### config.mk
export PLATFORM = sky130hd
export DESIGN_NAME = button_press_autorepeat
export DESIGN_NICKNAME = d
export VERILOG_FILES = /design/src/sv/bpa_pkg.sv /design/src/sv/bpa_ram.sv /design/src/sv/bpa_interval.sv /design/src/sv/button_press_autorepeat.sv
export SDC_FILE = /design/constraint.sdc
export NUM_CORES = 2
export LEC_CHECK = 0
export BUFFER_PORTS_ARGS = -buffer_cell sky130_fd_sc_hd__buf_2
export CORE_UTILIZATION = 65
export DETAILED_ROUTE_END_ITERATION = 8
export PLACE_DENSITY = 0.83
export SETUP_SLACK_MARGIN = 0.1
export SLEW_MARGIN = 15
export SYNTH_ARGS = -nofsm -noshare
export SYNTH_HDL_FRONTEND = slang
export SYNTH_SLANG_ARGS = --single-unit
### constraint.sdc
create_clock -name clock -period 20.5 [get_ports clock]
set_clock_uncertainty 0.05 [all_clocks]
set_input_delay 1.025 -clock clock [delete_from_list [all_inputs] [get_ports clock]]
set_output_delay 1.025 -clock clock [all_outputs]
set_load 0.01 [all_outputs]
### src/sv/bpa_pkg.sv
// Shared types, codes and helpers for the button press autorepeat block.
package bpa_pkg;

   // Field widths of the request and response words.
   localparam int OP_W     = 2;
   localparam int ACTION_W = 3;
   localparam int MASK_W   = 8;
   localparam int TIME_W   = 32;
   localparam int CFG_W    = 16;
   localparam int CSR_IDX_W = 3;

   // Widest action index the block supports (up to 32 actions).
   localparam int IDX_W = 5;
   localparam int MASK_IDX_W = $clog2(MASK_W);

   // Default number of actions.
   localparam int ACTIONS_DEFAULT = 8;

   // Request operation codes.
   localparam logic [OP_W-1:0] OP_LATCH  = 2'd0;
   localparam logic [OP_W-1:0] OP_UPDATE = 2'd1;
   localparam logic [OP_W-1:0] OP_BLOCK  = 2'd2;

   // Configuration register indexes.
   localparam logic [CSR_IDX_W-1:0] CSR_INITIAL_DELAY  = 3'd0;
   localparam logic [CSR_IDX_W-1:0] CSR_START_INTERVAL = 3'd1;
   localparam logic [CSR_IDX_W-1:0] CSR_MIN_INTERVAL   = 3'd2;
   localparam logic [CSR_IDX_W-1:0] CSR_RAMP           = 3'd3;
   localparam logic [CSR_IDX_W-1:0] CSR_REPEAT_MASK    = 3'd4;

   // Configuration values after reset.
   localparam logic [CFG_W-1:0]  INITIAL_DELAY_RESET  = 16'd320;
   localparam logic [CFG_W-1:0]  START_INTERVAL_RESET = 16'd120;
   localparam logic [CFG_W-1:0]  MIN_INTERVAL_RESET   = 16'd45;
   localparam logic [CFG_W-1:0]  RAMP_RESET           = 16'd1000;
   localparam logic [MASK_W-1:0] REPEAT_MASK_RESET    = 8'h0F;

   // Request from the sequencer to the interval unit.
   typedef struct packed {
      logic              start;
      logic [TIME_W-1:0] now;
      logic [TIME_W-1:0] since;
   } ival_req_type;

   // Answer of the interval unit.
   typedef struct packed {
      logic             done;
      logic [CFG_W-1:0] interval;
   } ival_rsp_type;

   // Bit of an 8-bit action mask; actions past the mask read as zero.
   function automatic logic mask_bit(input logic [MASK_W-1:0] m, input logic [IDX_W-1:0] i);
      logic r;
      r = 1'b0;
      if (i < IDX_W'(MASK_W)) begin
         r = m[i[MASK_IDX_W-1:0]];
      end
      return r;
   endfunction

endpackage

### src/sv/bpa_ram.sv
// Generic single-port-write, registered-read RAM.
module bpa_ram #(
   parameter int WIDTH = 64,
   parameter int DEPTH = 8
) (
   input  logic                                  clock,
   input  logic                                  wr_en,
   input  logic [(DEPTH > 1 ? $clog2(DEPTH) : 1)-1:0] wr_addr,
   input  logic [WIDTH-1:0]                      wr_data,
   input  logic                                  rd_en,
   input  logic [(DEPTH > 1 ? $clog2(DEPTH) : 1)-1:0] rd_addr,
   output logic [WIDTH-1:0]                      rd_data
);

   logic [WIDTH-1:0] mem [DEPTH];
   logic [WIDTH-1:0] rd_data_ff;

   // Write port.
   always_ff @(posedge clock) begin
      if (wr_en) begin
         mem[wr_addr] <= wr_data;
      end
   end

   // Registered read port.
   always_ff @(posedge clock) begin
      if (rd_en) begin
         rd_data_ff <= mem[rd_addr];
      end
   end

   assign rd_data = rd_data_ff;

endmodule

### src/sv/bpa_interval.sv
// Repeat interval unit: clamp of the held time, one multiply and a 16-step divider.
module bpa_interval (
   input  logic                       clock,
   input  logic                       reset,
   input  bpa_pkg::ival_req_type      req,
   input  logic [bpa_pkg::CFG_W-1:0]  start_interval,
   input  logic [bpa_pkg::CFG_W-1:0]  min_interval,
   input  logic [bpa_pkg::CFG_W-1:0]  ramp,
   output bpa_pkg::ival_rsp_type      rsp
);

   localparam int W = bpa_pkg::CFG_W;
   localparam int CNT_W = $clog2(W);

   typedef enum logic [4:0] {
      P_IDLE = 5'b00001,
      P_MUL  = 5'b00010,
      P_LOAD = 5'b00100,
      P_DIV  = 5'b01000,
      P_DONE = 5'b10000
   } phase_type;

   phase_type          phase_ff, phase_in;
   logic [W-1:0]       hold_ff, hold_in;
   logic [W-1:0]       mag_ff, mag_in;
   logic               neg_ff, neg_in;
   logic               zero_ramp_ff, zero_ramp_in;
   logic [2*W-1:0]     prod_ff, prod_in;
   logic [W-1:0]       rem_ff, rem_in;
   logic [W-1:0]       quo_ff, quo_in;
   logic [CNT_W-1:0]   cnt_ff, cnt_in;

   logic [bpa_pkg::TIME_W:0] held_diff;
   logic [W:0]               span;
   logic [W:0]               trial;
   logic [W:0]               sum;

   // Held time as a signed difference, clamped to [0, ramp].
   always_comb begin
      held_diff = {1'b0, req.now} - {1'b0, req.since};
      span      = {1'b0, min_interval} - {1'b0, start_interval};
   end

   // One restoring division step per cycle.
   always_comb begin
      trial = {rem_ff, quo_ff[W-1]};
   end

   // Sequencing of the unit.
   always_comb begin
      phase_in     = phase_ff;
      hold_in      = hold_ff;
      mag_in       = mag_ff;
      neg_in       = neg_ff;
      zero_ramp_in = zero_ramp_ff;
      prod_in      = prod_ff;
      rem_in       = rem_ff;
      quo_in       = quo_ff;
      cnt_in       = cnt_ff;
      case (phase_ff)
         P_IDLE: begin
            if (req.start) begin
               if (held_diff[bpa_pkg::TIME_W]) begin
                  hold_in = '0;
               end else if (held_diff[bpa_pkg::TIME_W-1:0] > bpa_pkg::TIME_W'(ramp)) begin
                  hold_in = ramp;
               end else begin
                  hold_in = held_diff[W-1:0];
               end
               neg_in       = span[W];
               mag_in       = span[W] ? W'(-span) : span[W-1:0];
               zero_ramp_in = (ramp == '0);
               phase_in     = P_MUL;
            end
         end
         P_MUL: begin
            prod_in  = mag_ff * hold_ff;
            phase_in = P_LOAD;
         end
         P_LOAD: begin
            // The quotient fits in W bits, so the upper half starts as the remainder.
            rem_in   = prod_ff[2*W-1:W];
            quo_in   = prod_ff[W-1:0];
            cnt_in   = CNT_W'(W - 1);
            phase_in = P_DIV;
         end
         P_DIV: begin
            if (trial >= {1'b0, ramp}) begin
               rem_in = W'(trial - {1'b0, ramp});
               quo_in = {quo_ff[W-2:0], 1'b1};
            end else begin
               rem_in = trial[W-1:0];
               quo_in = {quo_ff[W-2:0], 1'b0};
            end
            if (cnt_ff == '0) begin
               phase_in = P_DONE;
            end else begin
               cnt_in = cnt_ff - 1'b1;
            end
         end
         P_DONE: begin
            phase_in = P_IDLE;
         end
         default: begin
            phase_in = P_IDLE;
         end
      endcase
   end

   // Signed quotient truncated toward zero, added to the start interval.
   always_comb begin
      sum = neg_ff ? ({1'b0, start_interval} - {1'b0, quo_ff})
                   : ({1'b0, start_interval} + {1'b0, quo_ff});
      rsp.done     = (phase_ff == P_DONE);
      rsp.interval = zero_ramp_ff ? min_interval : sum[W-1:0];
   end

   always_ff @(posedge clock) begin
      if (reset) begin
         phase_ff <= P_IDLE;
      end else begin
         phase_ff <= phase_in;
      end
   end

   always_ff @(posedge clock) begin
      hold_ff      <= hold_in;
      mag_ff       <= mag_in;
      neg_ff       <= neg_in;
      zero_ramp_ff <= zero_ramp_in;
      prod_ff      <= prod_in;
      rem_ff       <= rem_in;
      quo_ff       <= quo_in;
      cnt_ff       <= cnt_in;
   end

   // A finished interval is reported for exactly one cycle.
   assert property (@(posedge clock) disable iff (reset) rsp.done |=> !rsp.done)
      else $error("interval done held for more than one cycle");

   // The last division step is followed by the answer.
   assert property (@(posedge clock) disable iff (reset)
      (phase_ff == P_DIV && cnt_ff == '0) |=> rsp.done)
      else $error("division did not finish after its last step");

   // A start taken while idle moves on to the multiply.
   assert property (@(posedge clock) disable iff (reset)
      (phase_ff == P_IDLE && req.start) |=> (phase_ff == P_MUL))
      else $error("interval start was lost");

endmodule

### src/sv/button_press_autorepeat.sv
// Top level of the button press autorepeat block: sequencer, action state and ports.
//
// Each request word is a latch, an update tick or a block command. Latch and block
// words are taken in the idle state and give no response. An update tick walks the
// actions one at a time through the time memory (read, evaluate, hand-off). Every
// action that repeats on the tick also waits for the interval unit (clamp, one
// multiply, a 16-step divider). Fired actions leave in index order, one response word
// each, and the last word of the tick carries rsp_last; a stalled response holds the
// walk at the next firing. A tick taken while blocked is taken in the idle state and
// fires nothing.
module button_press_autorepeat #(
   parameter int ACTIONS = bpa_pkg::ACTIONS_DEFAULT
) (
   input  logic                           clock,
   input  logic                           reset,
   input  logic                           req_valid,
   output logic                           req_stall,
   input  logic [bpa_pkg::OP_W-1:0]       req_op,
   input  logic [bpa_pkg::ACTION_W-1:0]   req_action,
   input  logic                           req_is_controller,
   input  logic [bpa_pkg::MASK_W-1:0]     req_held_mask,
   input  logic [bpa_pkg::MASK_W-1:0]     req_controller_mask,
   input  logic [bpa_pkg::TIME_W-1:0]     req_now_ms,
   output logic                           rsp_valid,
   input  logic                           rsp_stall,
   output logic [bpa_pkg::ACTION_W-1:0]   rsp_fired_action,
   output logic                           rsp_from_controller,
   output logic                           rsp_last,
   input  logic                           csr_valid,
   output logic                           csr_ready,
   input  logic [bpa_pkg::CSR_IDX_W-1:0]  csr_index,
   input  logic [bpa_pkg::CFG_W-1:0]      csr_data
);

   localparam int AW = (ACTIONS > 1) ? $clog2(ACTIONS) : 1;
   localparam int TW = bpa_pkg::TIME_W;
   localparam int RAM_W = 2 * TW;

   typedef enum logic [5:0] {
      S_IDLE = 6'b000001,
      S_READ = 6'b000010,
      S_EVAL = 6'b000100,
      S_WAIT = 6'b001000,
      S_NEXT = 6'b010000,
      S_LAST = 6'b100000
   } state_type;

   // Configuration registers.
   logic [bpa_pkg::CFG_W-1:0]  initial_delay_ff;
   logic [bpa_pkg::CFG_W-1:0]  start_interval_ff;
   logic [bpa_pkg::CFG_W-1:0]  min_interval_ff;
   logic [bpa_pkg::CFG_W-1:0]  ramp_ff;
   logic [bpa_pkg::MASK_W-1:0] repeat_mask_ff;

   // Sequencer and per-action flag state.
   state_type                    state_ff, state_in;
   logic [AW-1:0]                idx_ff, idx_in;
   logic [ACTIONS-1:0]           prev_held_ff, prev_held_in;
   logic [ACTIONS-1:0]           latched_ff, latched_in;
   logic [ACTIONS-1:0]           latched_src_ff, latched_src_in;
   logic [ACTIONS-1:0]           entry_valid_ff, entry_valid_in;
   logic                         blocking_ff, blocking_in;

   // Captured tick word and per-action work registers.
   logic [bpa_pkg::MASK_W-1:0]   held_ff, held_in;
   logic [bpa_pkg::MASK_W-1:0]   ctrl_ff, ctrl_in;
   logic [TW-1:0]                now_ff, now_in;
   logic [TW-1:0]                press_ff, press_in;
   logic                         fire_ff, fire_in;
   logic                         src_ff, src_in;

   // Pending firing and response register.
   logic                         pend_valid_ff, pend_valid_in;
   logic [bpa_pkg::ACTION_W-1:0] pend_action_ff, pend_action_in;
   logic                         pend_src_ff, pend_src_in;
   logic                         rsp_valid_ff, rsp_valid_in;
   logic [bpa_pkg::ACTION_W-1:0] rsp_action_ff, rsp_action_in;
   logic                         rsp_src_ff, rsp_src_in;
   logic                         rsp_last_ff, rsp_last_in;

   // Memory, interval unit and helpers.
   logic                         ram_wr_en;
   logic [RAM_W-1:0]             ram_wr_data;
   logic                         ram_rd_en;
   logic [RAM_W-1:0]             ram_rd_data;
   bpa_pkg::ival_req_type        ival_req;
   bpa_pkg::ival_rsp_type        ival_rsp;
   logic                         req_fire;
   logic                         slot_free;
   logic                         out_load;
   logic [bpa_pkg::IDX_W-1:0]    idx_wide;
   logic [TW-1:0]                rd_press;
   logic [TW-1:0]                rd_deadline;
   logic                         cur_held;
   logic                         cur_rep;
   logic                         cur_latched;
   logic                         cur_pressed;

   assign req_fire  = req_valid && !req_stall;
   assign req_stall = (state_ff != S_IDLE);
   assign csr_ready = 1'b1;
   assign slot_free = !rsp_valid_ff || !rsp_stall;
   assign idx_wide  = bpa_pkg::IDX_W'(idx_ff);

   // Press time and repeat deadline of each action live in one memory word.
   bpa_ram #(
      .WIDTH (RAM_W),
      .DEPTH (ACTIONS)
   ) u_time_ram (
      .clock   (clock),
      .wr_en   (ram_wr_en),
      .wr_addr (idx_ff),
      .wr_data (ram_wr_data),
      .rd_en   (ram_rd_en),
      .rd_addr (idx_ff),
      .rd_data (ram_rd_data)
   );

   bpa_interval u_interval (
      .clock          (clock),
      .reset          (reset),
      .req            (ival_req),
      .start_interval (start_interval_ff),
      .min_interval   (min_interval_ff),
      .ramp           (ramp_ff),
      .rsp            (ival_rsp)
   );

   // Decode of the action under evaluation; a never-written entry reads as zero.
   always_comb begin
      rd_press    = entry_valid_ff[idx_ff] ? ram_rd_data[RAM_W-1:TW] : '0;
      rd_deadline = entry_valid_ff[idx_ff] ? ram_rd_data[TW-1:0] : '0;
      cur_held    = bpa_pkg::mask_bit(held_ff, idx_wide);
      cur_rep     = bpa_pkg::mask_bit(repeat_mask_ff, idx_wide);
      cur_latched = latched_ff[idx_ff];
      cur_pressed = cur_latched || (cur_held && !prev_held_ff[idx_ff]);
   end

   // Sequencer: one action at a time, so no two memory accesses overlap on an entry.
   always_comb begin
      state_in       = state_ff;
      idx_in         = idx_ff;
      prev_held_in   = prev_held_ff;
      latched_in     = latched_ff;
      latched_src_in = latched_src_ff;
      entry_valid_in = entry_valid_ff;
      blocking_in    = blocking_ff;
      held_in        = held_ff;
      ctrl_in        = ctrl_ff;
      now_in         = now_ff;
      press_in       = press_ff;
      fire_in        = fire_ff;
      src_in         = src_ff;
      pend_valid_in  = pend_valid_ff;
      pend_action_in = pend_action_ff;
      pend_src_in    = pend_src_ff;
      ram_wr_en      = 1'b0;
      ram_wr_data    = '0;
      ram_rd_en      = 1'b0;
      ival_req       = '0;
      out_load       = 1'b0;
      rsp_action_in  = rsp_action_ff;
      rsp_src_in     = rsp_src_ff;
      rsp_last_in    = rsp_last_ff;
      case (state_ff)
         S_IDLE: begin
            if (req_fire) begin
               case (req_op)
                  bpa_pkg::OP_LATCH: begin
                     for (int i = 0; i < ACTIONS; i++) begin
                        if (bpa_pkg::IDX_W'(req_action) == bpa_pkg::IDX_W'(i)) begin
                           latched_in[i]     = 1'b1;
                           latched_src_in[i] = req_is_controller;
                        end
                     end
                  end
                  bpa_pkg::OP_BLOCK: begin
                     blocking_in = 1'b1;
                  end
                  bpa_pkg::OP_UPDATE: begin
                     if (blocking_ff) begin
                        // Discard the tick; leave blocking once nothing is held.
                        for (int i = 0; i < ACTIONS; i++) begin
                           prev_held_in[i] =
                              bpa_pkg::mask_bit(req_held_mask, bpa_pkg::IDX_W'(i));
                        end
                        latched_in = '0;
                        if (req_held_mask == '0) begin
                           blocking_in = 1'b0;
                        end
                     end else begin
                        held_in  = req_held_mask;
                        ctrl_in  = req_controller_mask;
                        now_in   = req_now_ms;
                        idx_in   = '0;
                        state_in = S_READ;
                     end
                  end
                  default: begin
                  end
               endcase
            end
         end
         S_READ: begin
            ram_rd_en = 1'b1;
            state_in  = S_EVAL;
         end
         S_EVAL: begin
            src_in   = cur_latched ? latched_src_ff[idx_ff] : bpa_pkg::mask_bit(ctrl_ff, idx_wide);
            press_in = rd_press;
            latched_in[idx_ff]   = 1'b0;
            prev_held_in[idx_ff] = cur_held;
            if (cur_pressed) begin
               ram_wr_en   = 1'b1;
               ram_wr_data = {now_ff, cur_rep ? (now_ff + TW'(initial_delay_ff)) : TW'(0)};
               entry_valid_in[idx_ff] = 1'b1;
               fire_in  = 1'b1;
               state_in = S_NEXT;
            end else if (cur_held && cur_rep && (now_ff >= rd_deadline)) begin
               ival_req.start = 1'b1;
               ival_req.now   = now_ff;
               ival_req.since = rd_press;
               fire_in  = 1'b1;
               state_in = S_WAIT;
            end else begin
               fire_in  = 1'b0;
               state_in = S_NEXT;
            end
         end
         S_WAIT: begin
            if (ival_rsp.done) begin
               ram_wr_en   = 1'b1;
               ram_wr_data = {press_ff, now_ff + TW'(ival_rsp.interval)};
               entry_valid_in[idx_ff] = 1'b1;
               state_in = S_NEXT;
            end
         end
         S_NEXT: begin
            // A firing is held back until the next one shows it is not the last.
            if (!fire_ff || !pend_valid_ff || slot_free) begin
               if (fire_ff) begin
                  if (pend_valid_ff) begin
                     out_load      = 1'b1;
                     rsp_action_in = pend_action_ff;
                     rsp_src_in    = pend_src_ff;
                     rsp_last_in   = 1'b0;
                  end
                  pend_valid_in  = 1'b1;
                  pend_action_in = bpa_pkg::ACTION_W'(idx_ff);
                  pend_src_in    = src_ff;
               end
               if (idx_ff == AW'(ACTIONS - 1)) begin
                  state_in = S_LAST;
               end else begin
                  idx_in   = idx_ff + 1'b1;
                  state_in = S_READ;
               end
            end
         end
         S_LAST: begin
            if (!pend_valid_ff) begin
               state_in = S_IDLE;
            end else if (slot_free) begin
               out_load      = 1'b1;
               rsp_action_in = pend_action_ff;
               rsp_src_in    = pend_src_ff;
               rsp_last_in   = 1'b1;
               pend_valid_in = 1'b0;
               state_in      = S_IDLE;
            end
         end
         default: begin
            state_in = S_IDLE;
         end
      endcase
      rsp_valid_in = out_load || (rsp_valid_ff && rsp_stall);
   end

   // Control state.
   always_ff @(posedge clock) begin
      if (reset) begin
         state_ff       <= S_IDLE;
         idx_ff         <= '0;
         prev_held_ff   <= '0;
         latched_ff     <= '0;
         latched_src_ff <= '0;
         entry_valid_ff <= '0;
         blocking_ff    <= 1'b1;
         pend_valid_ff  <= 1'b0;
         rsp_valid_ff   <= 1'b0;
      end else begin
         state_ff       <= state_in;
         idx_ff         <= idx_in;
         prev_held_ff   <= prev_held_in;
         latched_ff     <= latched_in;
         latched_src_ff <= latched_src_in;
         entry_valid_ff <= entry_valid_in;
         blocking_ff    <= blocking_in;
         pend_valid_ff  <= pend_valid_in;
         rsp_valid_ff   <= rsp_valid_in;
      end
   end

   // Payload registers.
   always_ff @(posedge clock) begin
      held_ff        <= held_in;
      ctrl_ff        <= ctrl_in;
      now_ff         <= now_in;
      press_ff       <= press_in;
      fire_ff        <= fire_in;
      src_ff         <= src_in;
      pend_action_ff <= pend_action_in;
      pend_src_ff    <= pend_src_in;
      rsp_action_ff  <= rsp_action_in;
      rsp_src_ff     <= rsp_src_in;
      rsp_last_ff    <= rsp_last_in;
   end

   // Configuration writes; unknown indexes are dropped.
   always_ff @(posedge clock) begin
      if (reset) begin
         initial_delay_ff  <= bpa_pkg::INITIAL_DELAY_RESET;
         start_interval_ff <= bpa_pkg::START_INTERVAL_RESET;
         min_interval_ff   <= bpa_pkg::MIN_INTERVAL_RESET;
         ramp_ff           <= bpa_pkg::RAMP_RESET;
         repeat_mask_ff    <= bpa_pkg::REPEAT_MASK_RESET;
      end else if (csr_valid && csr_ready) begin
         case (csr_index)
            bpa_pkg::CSR_INITIAL_DELAY:  initial_delay_ff  <= csr_data;
            bpa_pkg::CSR_START_INTERVAL: start_interval_ff <= csr_data;
            bpa_pkg::CSR_MIN_INTERVAL:   min_interval_ff   <= csr_data;
            bpa_pkg::CSR_RAMP:           ramp_ff           <= csr_data;
            bpa_pkg::CSR_REPEAT_MASK:    repeat_mask_ff    <= csr_data[bpa_pkg::MASK_W-1:0];
            default: begin
            end
         endcase
      end
   end

   assign rsp_valid           = rsp_valid_ff;
   assign rsp_fired_action    = rsp_action_ff;
   assign rsp_from_controller = rsp_src_ff;
   assign rsp_last            = rsp_last_ff;

   // A block word always leaves the block in blocking mode.
   assert property (@(posedge clock) disable iff (reset)
      (req_fire && req_op == bpa_pkg::OP_BLOCK) |=> blocking_ff)
      else $error("block word did not set blocking");

   // No firing is left behind when a tick is finished.
   assert property (@(posedge clock) disable iff (reset)
      (state_ff == S_IDLE) |-> !pend_valid_ff)
      else $error("pending firing left at end of tick");

   // The walk never steps past the last action.
   assert property (@(posedge clock) disable iff (reset) idx_ff <= AW'(ACTIONS - 1))
      else $error("action index out of range");

   // A new response word never overwrites one that has not been taken.
   assert property (@(posedge clock) disable iff (reset)
      out_load |-> (!rsp_valid_ff || !rsp_stall))
      else $error("response word overwritten");

endmodule

* After elaboration in Yosys (flattened, before gate mapping)
Memories as Yosys holds them, arrays and structs flattened. A register that Yosys moved wholly into a read port is not among the register bits.
Cells that the tools add are included.
** Storage, ports and cells
- Bits of input ports :: 78
- Bits in registers :: 314
- Bits in writable memories :: 512
- Output and inout port bits :: 8
- Memories :: 1
- Logic and storage cells :: 302
** Memories
- u_time_ram.mem :: depth 8, bits a word 64, read ports 1, clocked after Yosys merged registers in 1, write ports 1, line bpa_ram.sv:15 : logic [WIDTH-1:0] mem [DEPTH];
** Operators by class
- Bitwise logic cells :: 4
- Order comparisons :: 6
- Eq/ne operators :: 52
- Reduce and logical (&&, ||, !) cells :: 62
- Multiplexer cells :: 118
- $mul :: 1
- $add $sub $neg :: 10
** Operators by type and width (number)
- $mux W65 :: 3
- $mux W64 :: 2
- $pmux W64 S2 :: 1
- $mux W32 :: 3
- $mux W16 :: 5
- $add A32 B16 Y32 :: 2
- $pmux W16 S2 :: 2
- $pmux W8 S2 :: 4
- $mux W8 :: 7
- $mux W1 :: 48
- $mux W6 :: 8
- $reduce_and A4 Y1 :: 10
- $reduce_and A5 Y1 :: 8
- $pmux W6 S6 :: 1
- $sub A32 B32 Y33 :: 1
- $ge A32 B32 Y1 :: 1
- $gt A32 B16 Y1 :: 1
- $mul A16 B16 Y32 :: 1
- $sub A16 B16 Y16 :: 2
- $mux W3 :: 10
- $ne A3 B3 Y1 const B :: 10
- $ne A2 B2 Y1 const B :: 13
- $bmux W1 S3 :: 7
- $mux W5 :: 4
- 50 further kinds :: 99

* Longest topological paths before layout
- Word-level depth :: 11
- Gate-level depth with buffers :: 40
- Depth with buffers taken out :: 34

* Modules after synthesis
A second synthesis with hierarchy kept.
** Second synthesis, totals
- Cell total of the unflattened synthesis :: 4174
- Area total of the unflattened synthesis :: 50742.4 um^2
** Modules (own cells, without submodules)
- bpa_ram :: area an instance 21187.8 um^2, cells an instance 816, sequential area each 17296.6 um^2, times used 1
- bpa_interval :: area an instance 17715.7 um^2, cells an instance 2016, sequential area each 3163.0 um^2, times used 1
- button_press_autorepeat :: area an instance 11838.9 um^2, cells an instance 1342, sequential area each 5054.8 um^2, times used 1

* Worst setup path before layout
Ideal clock, no wire load.
- Path kind :: register to register
- Start :: register idx_ff[0]
- End :: register u_interval.hold_ff[12] (data pin)
- Library setup time :: 0.273 ns
- Period minus slack after synthesis :: 8.091 ns
- Slack :: 12.409 ns
- Data required time :: 20.177 ns
- Arrival time :: 7.767 ns
- Path buffers :: 6
- Stages on the path, launching flop included :: 40
- Cells stage by stage :: dfxtp_1 -> buf_2 -> inv_1 -> nor3_1 -> a22oi_1 -> nand4_1 -> clkbuf_1 -> clkbuf_1 -> nand2_1 -> ha_1 -> a21o_1 -> a21oi_1 -> nor2b_1 -> a2111oi_0 -> a21boi_0 -> a41oi_1 -> a211oi_2 -> o21a_1 -> (+4 left out) -> fa_1 -> nand2b_1 -> a2111oi_0 -> o21ai_1 -> a31oi_1 -> a21o_1 -> a21oi_1 -> xnor2_1 -> ha_1 -> and3_1 -> a221oi_1 -> a21oi_1 -> nor4_1 -> nand4_1 -> or4_4 -> buf_6 -> nor3_2 -> nor3_1
** On the way
- Word-level cells in the longest chain between the ends :: 11
- Elaborated cells on any way between the ends :: 27
- Classes of those cells :: add/sub (1); order compare (3); mux (18); reduce/logical (5)
** Ends and longest elaborated chain
- from (decl) :: line button_press_autorepeat.sv:57 : logic [AW-1:0] idx_ff, idx_in;
- from (signal assigned) :: line button_press_autorepeat.sv:293 : idx_ff <= idx_in;
- $bmux W1 S3, on equally long branches :: line button_press_autorepeat.sv:131, button_press_autorepeat.sv:132, bpa_pkg.sv:56
- $mux W1, on equally long branches :: line button_press_autorepeat.sv:131, button_press_autorepeat.sv:132, bpa_pkg.sv:56
- $mux W32 or $mux W1 (tied branches) :: line button_press_autorepeat.sv:132, bpa_pkg.sv:55
- $ge A32 B32 Y1 or $logic_and A1 B1 Y1 (tied branches) :: line button_press_autorepeat.sv:219 : end else if (cur_held && cur_rep && (now_ff >= rd_deadline)) begin
- $logic_and A1 B1 Y1 :: line button_press_autorepeat.sv:219
- $mux W65 :: line button_press_autorepeat.sv:219
- $mux W65 (*) :: line button_press_autorepeat.sv:213 : if (cur_pressed) begin
- $mux W65 (*) :: line button_press_autorepeat.sv:165 : case (state_ff)
- $sub A32 B32 Y33 (*) :: line bpa_interval.sv:40 : held_diff = {1'b0, req.now} - {1'b0, req.since};
- $gt A32 B16 Y1 :: line bpa_interval.sv:65 : end else if (held_diff[bpa_pkg::TIME_W-1:0] > bpa_pkg::TIME_W'(ramp)) begin
- $mux W16 :: line bpa_interval.sv:65
- to (signal assigned) :: line bpa_interval.sv:127 : hold_ff <= hold_in;
- to (decl) :: line bpa_interval.sv:24 : logic [W-1:0] hold_ff, hold_in;
Mark *: on every way between the ends. The rest lies on a longest branch, timed or not. The select of a mux whose other input is x is not followed.
A chain may end at the register's enable or synchronous reset.

* Worst setup path in the final report
- Start :: register idx_ff[1]
- End :: register u_interval.hold_ff[0] (data pin)
The elaborated chain is that of the path after synthesis.

==> reports/results.txt <==
Seq cells post-synth - 890
Die W - 276 µm
Post-synth top area share - 47.2%
Max-capacitance violation count - 0
Ant diodes - 0
Fill count - 4837
Hold_ws - 0.377 ns
Status - completed
Critical Path Max Stage Delay - 0.90 ns
Main synth FF type - edfxtp_1
Synth Cell Area - 0.0489 mm²
GRT Resource Usage Total - 33.0%
Critical Path End Type - register
Syn_nets - 4812
Clock sinks - 890
Max-slew headroom - 17.2%
Worst Max-Slew Pin Slew - 1.24 ns
Via count - 35200
Rows - 100
DRT iter0 DRCs - 4090
Critical path type - reg -> reg
Number of port buffers - 84
First-pass GRT wire length - 195000 µm
Antenna Violating Nets Remaining - 0
Distinct cells, synth - 86
Resized cells post-CTS - 0
Critical path peak fanout - 64
Min Tclk post-route - 10.71 ns
Fin Setup TNS - 0 ns
Residual DRC count - 0
Post-synthesis average cell area - 11.5 µm²
Core box area - 0.0744 mm²
DR pass1 iterations - 6
Most frequent cells in the layout - edfxtp_1, nand2_1, inv_1
Die Ht - 276 µm
Fin. Hold Viols - 0
PwrDens - 67.6 mW/mm²
Clock tree buffer depth - 3
Total grt overflow - 0
CTS Buf Count - 84
Clk slew on worst S/H paths - 0.07 ns
Area contributors post-synth - edfxtp_1, fa_1, ha_1, dfxtp_1, a22oi_1
GPL Wtd Cong - 0.929
Achievable frequency - 0.0934 GHz
CP required - 20.91 ns
Multi-input gate area - 0.0216 mm²
Post-synth EDFFs - 769
Crit start category - register
Final setup violation count - 0
Ys async rst share - 0%
Met3 GRT Util - 5.92%
Most common cell after layout, fill and taps aside - edfxtp_1
Worst path slowest cell - nor3_4
Global Route met1 Usage - 45.7%
Leading area contributor after synthesis - edfxtp_1
Number of global-route vias before repair - 34600
CP arrival - 11.12 ns
M2 GR Usage - 52.5%
CP most frequent cell - a21oi_1
Placed wire-length estimate - 81300 µm
Clk root buf - clkbuf_16
H-tree depth - 3
P_leak - 21.1 nW
Post-synthesis sequential area ratio - 52.2%
RSZ-0062 raised after global routing - false
Hold buffers post-CTS - 0
Final #Nets - 4843
Maximum vdd drop - 84.6 µV
CTS tree - done
Final Cycle Share - 52.2%
Drt total wl - 127000 µm
Sequential cell area - 0.0255 mm²
Setup bufs post-CTS - 0
Worst skew pair latency - 0.65 ns
Hold Path Class - reg -> reg
Synth-to-Final Area Change - 8.43%
Maximum number of pins on one net before global-route repair - 82
Initial antenna violation count - 1
Syn Inst Count - 4264
Routed vias/inst - 6.61
Die ar. - 0.0763 mm²
Starting density of the core - 65.7%
Max-slew violation count - 0
Busiest layer in global routing - met2
Share of layout cells above drive strength 1 - 7.11%
# IOs - 86
Wire per inst - 23.8 µm
Yosys warnings - 0
synth_stat cells (all sizes together), types with 13 or more instances:
| master | instances |
|---|---|
| nand3 | 50 |
| buf | 23 |
| mux2i | 13 |
| a221oi | 17 |
| a211oi | 14 |
| and2 | 175 |
| or3 | 22 |
| nand4 | 85 |
| o21a | 24 |
| nor2b | 38 |
| edfxtp | 769 |
| nor4 | 19 |
| nand2b | 26 |
| a22oi | 266 |
| a21oi | 232 |
| o21ai | 154 |
| nor3 | 52 |
| xnor2 | 90 |
| o31ai | 23 |
| dfxtp | 121 |
| nand2 | 531 |
| and3 | 20 |
| ha | 270 |
| a21o | 74 |
| o22ai | 13 |
| o21bai | 18 |
| a22o | 37 |
| nand3b | 27 |
| nor2 | 170 |
| xor2 | 39 |
| clkbuf | 163 |
| inv | 334 |
| fa | 200 |
| a31oi | 24 |
per-layer routing:
layer	up-vias	share of wire [%]
li1	15500	-
met1	17200	39
met2	2181	46
met3	339	11
met4	0	3.9
met5	-	0
kinds of logic after synthesis:
kind of cell / Yosys count / share of synthesized area, %
mux: 20 / 0.450
compound gates: 986 / 13.5
other cells: 1 / 0.00767
buf+inv: 520 / 4.05
fa+ha+maj: 470 / 15.1
flops: 890 / 52.2
simple gates: 1248 / 12.4
xor+xnor: 129 / 2.31
path summary, 6_finish.rpt:
check | startpoint | end | slack [ns] | cells after the start
max | idx_ff[1]$_SDFFE_PP0P_ | u_interval.hold_ff[0]$_SDFFCE_PN0P_ | 9.79 | 35
min | pend_src_ff$_DFFE_PP_ | rsp_from_controller$_DFFE_PP_ | 0.38 | 0
max reg2reg | idx_ff[1]$_SDFFE_PP0P_ | u_interval.hold_ff[0]$_SDFFCE_PN0P_ | 9.79 | 35
min reg2reg | pend_src_ff$_DFFE_PP_ | rsp_from_controller$_DFFE_PP_ | 0.38 | 0
per-stage QoR:
stage | setup slack (ns) | cell area, µm² | std cells | utilization [%] | total power (W)
floorplan | 12.41 | 48900 | 4264 | - | 0.00205
global placement | 10.54 | 50300 | 5178 | 67.6 | 0.00208
detailed placement | 10.11 | 50300 | 5178 | 67.6 | 0.00208
CTS | 10.00 | 53000 | 5330 | 71.2 | 0.00359
global route | 9.15 | 53000 | 5330 | 71.2 | 0.00366
finish | 9.79 | 53000 | 5330 | 71.2 | 0.00358
final cells by class:
| cell class | count | share of cell area, % |
|---|---|---|
| clock buffer | 115 | 4.38 |
| clock inverter | 37 | 0.698 |
| inverter | 334 | 2.36 |
| multi-input combinational | 2854 | 40.7 |
| sequential | 890 | 48.1 |
| tap | 969 | 2.29 |
| timing repair buffer | 131 | 1.46 |
report_power, final:
part	leakage (nW)	total (W)	internal [W]	switching, W
Combinational	10.8	0.0000952	0.0000370	0.0000582
Sequential	9.02	0.00195	0.00195	0.00000511
Clock	1.31	0.00154	0.000852	0.000685
Total	21.1	0.00358	0.00284	0.000748
critical path: cells and delay by family (launching register included):
kind	cells	cell delay, ns
xor gates and xnor gates	1	0.22
adders and majority gates	4	1.22
AOI/OAI and AO/OA	17	3.87
buffers and inverters	3	1.24
and+or+nand+nor	10	3.10
DFF	1	0.77
state kept, by name, indices dropped and copies added, names as in the netlist, 16 cells and up:
register,count
now_ff,32
ramp_ff,16
press_ff,32
u_interval.prod_ff,32
u_interval.rem_ff,16
min_interval_ff,16
start_interval_ff,16
u_interval.mag_ff,16
u_time_ram.mem,512
u_interval.quo_ff,16
initial_delay_ff,16
u_interval.hold_ff,16
u_time_ram.rd_data,64
No activity file was read; power rests on OpenSTA's default activity.
